--- config.mk ---
export PLATFORM = sky130hd
export DESIGN_NAME = insertion_sorter
export DESIGN_NICKNAME = d
export VERILOG_FILES = /design/src/design/isort_pkg.sv /design/src/design/insertion_sorter.sv
export SDC_FILE = /design/constraint.sdc
export NUM_CORES = 1
export LEC_CHECK = 0
export BUFFER_PORTS_ARGS = -buffer_cell sky130_fd_sc_hd__buf_2
export CAP_MARGIN = 20
export CORE_ASPECT_RATIO = 1.2
export CORE_MARGIN = 5
export CORE_UTILIZATION = 47
export DETAILED_ROUTE_END_ITERATION = 8
export PLACE_DENSITY = 0.73
export SETUP_SLACK_MARGIN = 0.1
export SLEW_MARGIN = 20
export SYNTH_ARGS = -nofsm -noshare
export SYNTH_HDL_FRONTEND = slang
export SYNTH_SLANG_ARGS = --single-unit
export TNS_END_PERCENT = 20
--- constraint.sdc ---
create_clock -name clk -period 5.17 [get_ports clk]
set_input_delay 1.034 -clock clk [delete_from_list [all_inputs] [get_ports clk]]
set_output_delay 1.034 -clock clk [all_outputs]
set_load 0.02 [all_outputs]
--- src/design/isort_pkg.sv ---
// Types and constants shared by the insertion sorter and its checker.
package isort_pkg;

    localparam int MAX_KEYS_DEF = 16;
    localparam int KEY_W        = 32;

    typedef struct packed {
        logic signed [KEY_W-1:0] key;
        logic                    final_key;
    } in_item_t;

    typedef struct packed {
        logic signed [KEY_W-1:0] sorted_key;
        logic                    end_of_set;
        logic                    overflow;
    } out_item_t;

endpackage

--- src/design/insertion_sorter.sv ---
// Stable insertion sorter for sets of signed keys, built around one key memory.
//
// Keys arrive one item at a time; the item with final_key set closes a set.
// Each key is placed into a sorted memory of MAX_KEYS entries by moving every
// strictly larger stored key up one place, so equal keys keep their arrival
// order. The memory has one write port and one synchronous read port, and the
// shift walks down from the top of the filled region at one entry per cycle:
// a key that lands below stored keys keeps the input closed until every larger
// key has moved up and the key is written, while a key into an empty or full
// store leaves the input open. When the set is closed, every stored key is sent
// out in ascending order through an output register, each read from memory in
// ST_EMIT and loaded in ST_LOAD, with end_of_set on the last one. Keys that
// arrive while the store is full are dropped, and every result of that set then
// carries overflow. A new set may start while the final result of the previous
// one still waits in the output register. No clearing pass follows reset; only
// written entries are ever read.
module insertion_sorter #(
    parameter int MAX_KEYS = isort_pkg::MAX_KEYS_DEF
) (
    input  logic                 clk,
    input  logic                 rst_n,
    input  logic                 in_valid,
    output logic                 in_ready,
    input  isort_pkg::in_item_t  in_data,
    output logic                 out_valid,
    input  logic                 out_ready,
    output isort_pkg::out_item_t out_data
);
    import isort_pkg::*;

    localparam int IDX_W = (MAX_KEYS > 1) ? $clog2(MAX_KEYS) : 1;
    localparam int CNT_W = $clog2(MAX_KEYS + 1);

    localparam logic [2:0] ST_IDLE  = 3'd0;
    localparam logic [2:0] ST_SHIFT = 3'd1;
    localparam logic [2:0] ST_PLACE = 3'd2;
    localparam logic [2:0] ST_EMIT  = 3'd3;
    localparam logic [2:0] ST_LOAD  = 3'd4;

    // Sorted key memory: one write and one registered read per cycle.
    logic signed [KEY_W-1:0] key_mem [MAX_KEYS];
    logic signed [KEY_W-1:0] rd_data_reg;
    logic [IDX_W-1:0]        rd_addr;
    logic                    wr_en;
    logic [IDX_W-1:0]        wr_addr;
    logic signed [KEY_W-1:0] wr_data;

    logic [2:0]              state_reg, state_next;
    logic [CNT_W-1:0]        count_reg, count_next;
    logic [IDX_W-1:0]        pos_reg, pos_next;
    logic [IDX_W-1:0]        emit_idx_reg, emit_idx_next;
    logic signed [KEY_W-1:0] key_reg, key_next;
    logic                    final_reg, final_next;
    logic                    dropped_reg, dropped_next;
    logic                    out_valid_reg, out_valid_next;
    out_item_t               out_data_reg, out_data_next;

    logic in_fire;
    logic store_full;
    logic emit_last;

    assign in_ready   = (state_reg == ST_IDLE);
    assign in_fire    = in_valid && in_ready;
    assign store_full = (count_reg == CNT_W'(MAX_KEYS));
    assign emit_last  = ((CNT_W'(emit_idx_reg) + CNT_W'(1)) == count_reg);
    assign out_valid  = out_valid_reg;
    assign out_data   = out_data_reg;

    always_ff @(posedge clk)
    begin
        if (wr_en)
        begin
            key_mem[wr_addr] <= wr_data;
        end
        rd_data_reg <= key_mem[rd_addr];
    end

    always_comb
    begin
        state_next     = state_reg;
        count_next     = count_reg;
        pos_next       = pos_reg;
        emit_idx_next  = emit_idx_reg;
        key_next       = key_reg;
        final_next     = final_reg;
        dropped_next   = dropped_reg;
        out_valid_next = out_valid_reg && !out_ready;
        out_data_next  = out_data_reg;
        rd_addr        = '0;
        wr_en          = 1'b0;
        wr_addr        = '0;
        wr_data        = key_reg;

        case (state_reg)
            ST_IDLE:
            begin
                if (in_fire)
                begin
                    key_next      = in_data.key;
                    final_next    = in_data.final_key;
                    emit_idx_next = '0;
                    if (store_full)
                    begin
                        dropped_next = 1'b1;
                        state_next   = in_data.final_key ? ST_EMIT : ST_IDLE;
                    end
                    else if (count_reg == '0)
                    begin
                        wr_en      = 1'b1;
                        wr_addr    = '0;
                        wr_data    = in_data.key;
                        count_next = CNT_W'(1);
                        state_next = in_data.final_key ? ST_EMIT : ST_IDLE;
                    end
                    else
                    begin
                        pos_next   = count_reg[IDX_W-1:0];
                        rd_addr    = count_reg[IDX_W-1:0] - IDX_W'(1);
                        state_next = ST_SHIFT;
                    end
                end
            end

            ST_SHIFT:
            begin
                // rd_data_reg holds the entry just below the gap at pos_reg.
                wr_en   = 1'b1;
                wr_addr = pos_reg;
                if (rd_data_reg > key_reg)
                begin
                    wr_data  = rd_data_reg;
                    pos_next = pos_reg - IDX_W'(1);
                    if (pos_reg == IDX_W'(1))
                    begin
                        state_next = ST_PLACE;
                    end
                    else
                    begin
                        rd_addr = pos_reg - IDX_W'(2);
                    end
                end
                else
                begin
                    wr_data    = key_reg;
                    count_next = count_reg + CNT_W'(1);
                    state_next = final_reg ? ST_EMIT : ST_IDLE;
                end
            end

            ST_PLACE:
            begin
                wr_en      = 1'b1;
                wr_addr    = '0;
                wr_data    = key_reg;
                count_next = count_reg + CNT_W'(1);
                state_next = final_reg ? ST_EMIT : ST_IDLE;
            end

            ST_EMIT:
            begin
                // Read the next key only once the output register will be free.
                if (!out_valid_reg || out_ready)
                begin
                    rd_addr    = emit_idx_reg;
                    state_next = ST_LOAD;
                end
            end

            ST_LOAD:
            begin
                out_valid_next           = 1'b1;
                out_data_next.sorted_key = rd_data_reg;
                out_data_next.end_of_set = emit_last;
                out_data_next.overflow   = dropped_reg;
                if (emit_last)
                begin
                    count_next   = '0;
                    dropped_next = 1'b0;
                    state_next   = ST_IDLE;
                end
                else
                begin
                    emit_idx_next = emit_idx_reg + IDX_W'(1);
                    state_next    = ST_EMIT;
                end
            end

            default:
            begin
                state_next = ST_IDLE;
            end
        endcase
    end

    always_ff @(posedge clk or negedge rst_n)
    begin
        if (!rst_n)
        begin
            state_reg     <= ST_IDLE;
            count_reg     <= '0;
            pos_reg       <= '0;
            emit_idx_reg  <= '0;
            final_reg     <= 1'b0;
            dropped_reg   <= 1'b0;
            out_valid_reg <= 1'b0;
        end
        else
        begin
            state_reg     <= state_next;
            count_reg     <= count_next;
            pos_reg       <= pos_next;
            emit_idx_reg  <= emit_idx_next;
            final_reg     <= final_next;
            dropped_reg   <= dropped_next;
            out_valid_reg <= out_valid_next;
        end
    end

    always_ff @(posedge clk)
    begin
        key_reg      <= key_next;
        out_data_reg <= out_data_next;
    end

endmodule

# Word-level counts from Yosys, hierarchy flattened
# Memories as Yosys holds them, arrays and structs flattened. A register that Yosys moved wholly into a read port is not among the register bits.
# Cells that the tools add are included.
# totals
register_bits	85
ram_bits	512
input_bits	37
mem_count	1
# op_classes
addsub	6
n_lt_le_gt_ge	1
eq_ne	18
n_mux	48
reduce_logical	17
# memory_table
memory	words	width	rd	rd_clocked_by_memory_dff	write_ports	line_no	text
key_mem	16	32	1	1	1	insertion_sorter.sv:41	logic signed [KEY_W-1:0] key_mem [MAX_KEYS];
# ops
cell	count
32-bit two-way mux	4
32-bit one-hot mux with 2 select lines	1
4-bit two-way mux	13
32-bit > comparator	1
5-bit two-way mux	5
5-bit one-hot mux with 4 select lines	1
4-bit one-hot mux with 2 select lines	2
3-bit one-hot mux with 5 select lines	1
2-bit != test (second input constant)	7
3-bit two-way mux	4
4-bit one-hot mux with 3 select lines	1
2-bit two-way mux	5
1-bit two-way mux	9
4-bit by 1-bit subtractor with 4-bit output (second input constant)	2
3-bit by 2-bit equality test with 1-bit output (second input constant)	2
2-bit by 1-bit != test with 1-bit output (second input constant)	3
3-bit AND reduction	2
6-bit AND reduction	1
4-bit by 1-bit adder with 5-bit output (second input constant)	1
5-bit by 1-bit adder with 5-bit output (second input constant)	1
5-bit equality test	1
5-bit equality test (second input constant)	1
5-bit logical NOT	1
5-bit AND reduction	1
16 further kinds	20

# Longest topological paths before layout
# Gate-level depths: netlist (run 1).
# logic_depth
word_depth	7
mapped_depth	15

# Least setup slack after synthesis (run 1)
# No wires, ideal clock.
# synth_timing
path_kind	register to register
startpoint	register state_reg[0]
endpoint	memory key_mem[10][0] (enable)
setup_time_ns	0.502
arrival_time_ns	4.107
required_ns	4.668
slack_ns	0.562
path_stages_with_launch	5
synth_period_minus_slack_ns	4.608
path_cell_list	dfrtp_1 -> clkbuf_1 -> nand2_1 -> clkbuf_1 -> nor4_1
# synth_via
elab_chain_len	6
# synth_lines
item	line_no	text
start: declaration	insertion_sorter.sv:48	logic [2:0] state_reg, state_next;
start signal: assignment	insertion_sorter.sv:209	state_reg <= state_next;
3-bit logical NOT	insertion_sorter.sv:62, insertion_sorter.sv:94	
1-bit logical AND	insertion_sorter.sv:63	assign in_fire = in_valid && in_ready;
1-bit two-way mux	insertion_sorter.sv:97	if (in_fire)
1-bit one-hot mux with 2 select lines	insertion_sorter.sv:94	case (state_reg)
1-bit two-way mux	insertion_sorter.sv:71	if (wr_en)
1-bit two-way mux (not written as such)	insertion_sorter.sv:73	key_mem[wr_addr] <= wr_data;
end: declaration	insertion_sorter.sv:41	
# Parallel ways exist; a longest one is shown, timed or not.

# Worst setup path in the final report (run 1)
# layout_timing
startpoint	register key_reg[19]
endpoint	register rd_data_reg[22], read port of key_mem
# layout_via
elab_chain_len	3
# layout_lines
item	line_no	text
start: declaration	insertion_sorter.sv:52	logic signed [KEY_W-1:0] key_reg, key_next;
start signal: assignment	insertion_sorter.sv:221	key_reg <= key_next;
32-bit > comparator	insertion_sorter.sv:129	if (rd_data_reg > key_reg)
4-bit two-way mux	insertion_sorter.sv:129	
4-bit one-hot mux with 3 select lines	insertion_sorter.sv:94	
end: declaration	insertion_sorter.sv:42	logic signed [KEY_W-1:0] rd_data_reg;
# No other way between the ends.
# A chain may end at the register's enable or synchronous reset.

==> impl_metrics.toml, run 1 <==
[outcome]
status = "completed"

[routing]
drt-wirelength-per-cell_um = 25.3
vias = 15887
first_pass_iters = 6
avgViaCountPerCell = 6.18
drc = 0
final_antenna_net_count = 0
first_iter_violations = 2427
routed_wl_um = 65100

[clocking]
cts_max_level = 2
clk_pin_slew_worst_paths_ps = 70
clockRootBuffer = "clkbuf_16"
cts_resized = 0
cts_tree = "done"
clock_path_buffers = 3
holdBufCountCts = 0
cts_made_buffers = 55
worstSkewPairLatency_ps = 590
clock_sinks = 629
postCtsSetupRepairBufs = 0

[synth]
syn_avg_cell_area_um2 = 14.3
yosysMostFrequentCell = "edfxtp_1"
synth-edff-count = 578
synth.ff_latch_count = 629
synth_area_um2 = 25000
syn-num-nets = 1828
synthFlopType = "edfxtp_1"
synthArstFlopShare = 0.0302
netlist.area_leader.share = 0.694
synth_area_leaders = "edfxtp_1, a21oi_1, a221oi_1, nand2_1, dfxtp_1"
synthCells = 1751
synth_cell_types = 57
yosys.area.top_type = "edfxtp_1"
ys_warn_count = 0
ys_top_cells_by_count = "edfxtp_1, nand2_1, a21oi_1"
ys_seq_area_frac = 0.738

[setup_path]
critPathLaunchType = "register"
crit_chain = "inv_1 -> ha_1 -> a21oi_1 -> o21ai_0 -> a221oi_2 -> o31ai_4 -> o311a_2 -> o211ai_1 -> and2_4 -> buf_12 -> mux2i_1 -> a221oi_1 -> or4_1"
cp_max_fo = 69
cpPeakStageDelay_ps = 560
endpoint_kind = "register"
required_ps = 5620
arrival_ps = 4910
slowest_stage = "or4_1"
worst-setup-path-type = "reg2reg"
crit_family = "compound AO/OA/AOI/OAI gates"
cp.buffers_inverters = 2

[timing]
setup_viol = 0
max_freq_mhz = 224
min_period_over_period = 0.862
worst_slew_pin_slew_ps = 1060
drv_slew = 0
period_minus_slack_ps = 4460
skew_ps = 21.0
rsz0062_at_grt = "no"
fin_tns_setup_ps = 0
hold_violations = 0
slew-limit-headroom = 0.294

[final_layout]
drive_above_1_share = 0.134
syn2layout_area_growth_pct = 13.0
largest_reg_flops = 512
finalNetCount = 1896

[place]
hpwl_um = 36700
port_buffers = 72
gp_congestion = 0.865

[grt]
overflow = 0
grt_pass1_wl_um = 97100
track_usage = 0.220
antenna_found_initial = 3
grt_max_degree = 77
grt_pass1_vias = 15852

[die]
die_h_um = 263
pin_count = 73
fp.dieArea_um2 = 58000
fp.coreArea_um2 = 52600
start_util = 0.476
die_w_um = 221
std_cell_rows = 92

[power_and_ir_drop]
p_leak_uw = 0.00971
totalPowerFinal_uw = 18200
ir_drop_mv = 0.484
power_density_nw_per_um2 = 642

[min_path]
holdCritPathClass = "in2async"

[job]
maxCapViolations = 0
cell usage in the layout (no fill, tap or decap), types with 32 or more instances in the layout:
cell and n:
a221oi_1 129, buf_4 43, or4_1 32, ha_1 40, a21oi_1 247, a222oi_1 32, buf_2 72, mux2i_1 33
dfxtp_1 32, nand2_1 252, clkbuf_16 57, edfxtp_1 578, inv_1 74
metrics by stage:
stage	setup slack [ps]	instances	hold slack, ps	instance area (µm²)	utilization
final	714	2569	375	28300	0.538
after global routing	572	2568	409	28300	0.538
after CTS	791	2568	375	28300	0.538
after detailed placement	816	2467	445	26500	0.503
after global placement	892	2464	448	26400	0.502
after floorplan	562	1751	425	25000	-
layout make-up:
cell class | count | area, µm²
clock inverter | 22 | 195
multi-input combinational | 931 | 5910
timing repair buffer | 126 | 918
sequential | 629 | 18500
fill | 4130 | 24300
antenna | 1 | 2.50
clock buffer | 79 | 1620
tap | 705 | 882
inverter | 76 | 287
worst paths after layout:
check,start,endpoint,slack (ps),depth (start not counted)
hold / removal,rst_n,emit_idx_reg[3],380,1
setup / recovery,key_reg[19],rd_data_reg[22],710,13
hold reg to reg,dropped_reg,out_data[0],460,0
setup reg to reg,key_reg[19],rd_data_reg[22],710,13
max in group asynchronous,rst_n,state_reg[0],4490,1
min in group clk,dropped_reg,out_data[0],460,0
report_power, final:
part	internal, µW	total, µW	switching [µW]
logic	1880	6360	4470
registers	7280	7710	431
clock network	2320	4100	1770
total	11500	18200	6680
logic make-up (layout without fill, tap and decap cells):
kind of cell / after synthesis / after routing / synth area share
flops: 629 / 629 / 0.738
compound gates: 463 / 463 / 0.124
simple gates: 386 / 386 / 0.0694
buf+inv: 191 / 303 / 0.0322
fa+ha+maj: 40 / 40 / 0.0200
mux: 34 / 34 / 0.0136
xor+xnor: 8 / 8 / 0.00280
other cells: 0 / 1 / 0
metal layers:
metal  wire length [µm]  GRT usage
met5                  0          0
met1              24300      0.301
met4               2690     0.0847
met3               6790     0.0378
met2              31400      0.353
Note: power is estimated with default switching activity, not from simulation.
==> inputs of run 2 (changes only) <==
PLACE_DENSITY = not set   (was 0.73)
==> run 2 against run 1 <==
Routed wire length up 4.9%. Sequential share of layout area down 0.34 points. Global-route usage up 1.2 points. Utilization up 0.29 points. Clock skew up 8.4 ps. Critical path type unchanged. Largest power group unchanged. Via count down 1.0%. Count of clock-buffer cells in the layout down 10. Sequential cell count unchanged. Final area up 0.53%. Maximum frequency down 0.96%.
==> impl_metrics.toml, run 2 (synthesized netlist as in run 1, its figures left out) <==
[grt]
grt_pass1_wl_um = 100000
antenna_found_initial = 2
use_met1 = 0.321
gr-usage-met2 = 0.373
track_usage = 0.232
grt_max_degree = 114
grt_pass1_vias = 15363
overflow = 0
grt_busiest_layer = "met2"
gr-usage-met3 = 0.0436

[setup_path]
crit_family = "compound AO/OA/AOI/OAI gates"
arrival_ps = 4960
cp.buffers_inverters = 2
cpPeakStageDelay_ps = 680
critPathLaunchType = "register"
slowest_stage = "and2_4"
crit_chain = "inv_1 -> ha_1 -> a21oi_1 -> o21ai_0 -> a221oi_1 -> o31ai_4 -> o311a_2 -> o211ai_1 -> and2_4 -> buf_12 -> mux2i_1 -> a221oi_1 -> or4_1"
required_ps = 5630
cp_max_fo = 44
worstReg2RegEnd = "rd_data_reg[10]"
reg2reg_from = "key_reg[7]"
rr_worst_depth = 13
endpoint_kind = "register"
ff2ff_setup_slack_ps = 670
worst-setup-path-type = "reg2reg"
crit_top_cell = "a221oi_1"
worstSetupStartpoint = "key_reg[7]"

[clocking]
worstSkewPairLatency_ps = 620
clockRootBuffer = "clkbuf_16"
cts_made_buffers = 59
holdBufCountCts = 0
postCtsSetupRepairBufs = 0
clk_pin_slew_worst_paths_ps = 70
cts_resized = 0
clock_sinks = 629
clock_path_buffers = 3
cts_max_level = 2
cts_tree = "done"

[final_layout]
fin_cells = 2588
n_fill_cell = 4282
finalNetCount = 1911
largest_reg_flops = 512
syn2layout_area_growth_pct = 13.6
drive_above_1_share = 0.141
antennaDiodeCount = 0
layout_commonest_cell = "edfxtp_1"
final_cell_mix = "edfxtp_1, nand2_1, a21oi_1, a221oi_1, inv_1"

[routing]
routed_wl_um = 68300
drc = 0
avgViaCountPerCell = 6.08
drt-wirelength-per-cell_um = 26.4
final_antenna_net_count = 0
vias = 15726
first_iter_violations = 1930
first_pass_iters = 8

[die]
die_w_um = 221
fp.dieArea_um2 = 58000
start_util = 0.476
fp.coreArea_um2 = 52600
pin_count = 73
die_h_um = 263
std_cell_rows = 92

[power_and_ir_drop]
p_leak_uw = 0.00980
ir_drop_mv = 0.379
power_density_nw_per_um2 = 650
totalPowerFinal_uw = 18500

[timing]
period_minus_slack_ps = 4500
slew-limit-headroom = 0.225
worst_slew_pin_slew_ps = 1160
hold_violations = 0
fin_tns_setup_ps = 0
drv_slew = 0
setup_viol = 0
rsz0062_at_grt = "no"
max_freq_mhz = 222
min_period_over_period = 0.870
skew_ps = 29.3

[outcome]
status = "completed"

[place]
gp_congestion = 0.821
hpwl_um = 38500
place_inst = 2477
port_buffers = 72

[job]
maxCapViolations = 0

[min_path]
holdCritPathClass = "in2async"
[run 2: cell types whose count changed in the layout (fill, tap and decap cells not counted), moves of 4 or more]
cell and delta:
clkbuf_1 -6, buf_4 +9, clkinv_1 +12, clkbuf_16 +4, clkinv_2 +4, clkbuf_8 -8
[run 2: per-stage QoR]
stage               hold slack [ps]  setup slack [ps]  instance area (µm²)  utilization
floorplan                       425               562                25000            -
global placement                443               724                26500        0.504
detailed placement              456               682                26600        0.505
CTS                             352               666                28400        0.540
global route                    388               503                28400        0.541
finish                          363               671                28400        0.541
[run 2: report_power, final]
part           internal, µW  switching (µW)
registers              7280             409
logic                  1980            4650
clock network          2290            1870
[run 2: final cells by class]
| type | count | area [µm²] | area share |
|---|---|---|---|
| Timing Repair Buffer | 137 | 1030 | 0.0361 |
| Tap cell | 705 | 882 | 0.0310 |
| Multi-Input combinational cell | 931 | 5920 | 0.208 |
| Inverter | 76 | 285 | 0.0100 |
| Clock buffer | 69 | 1590 | 0.0558 |
| Clock inverter | 41 | 267 | 0.00937 |
| Sequential cell | 629 | 18500 | 0.650 |
[run 2: routing by layer]
metal | vias up | wire (µm)
met2 | 700 | 32600
li1 | 6961 | -
met3 | 138 | 5650
met1 | 7923 | 27800
met4 | 4 | 2260
met5 | - | 34
[run 2: worst max path at each step]
stage	endpoint	slack (ps)	cells past startpoint
after CTS	rd_data_reg[23]	670	13
after global placement	rd_data_reg[23]	720	13
after detailed placement	rd_data_reg[23]	680	13
final	rd_data_reg[10]	670	13
after floorplan	key_mem[10][0]	560	4
after global routing	rd_data_reg[21]	500	13
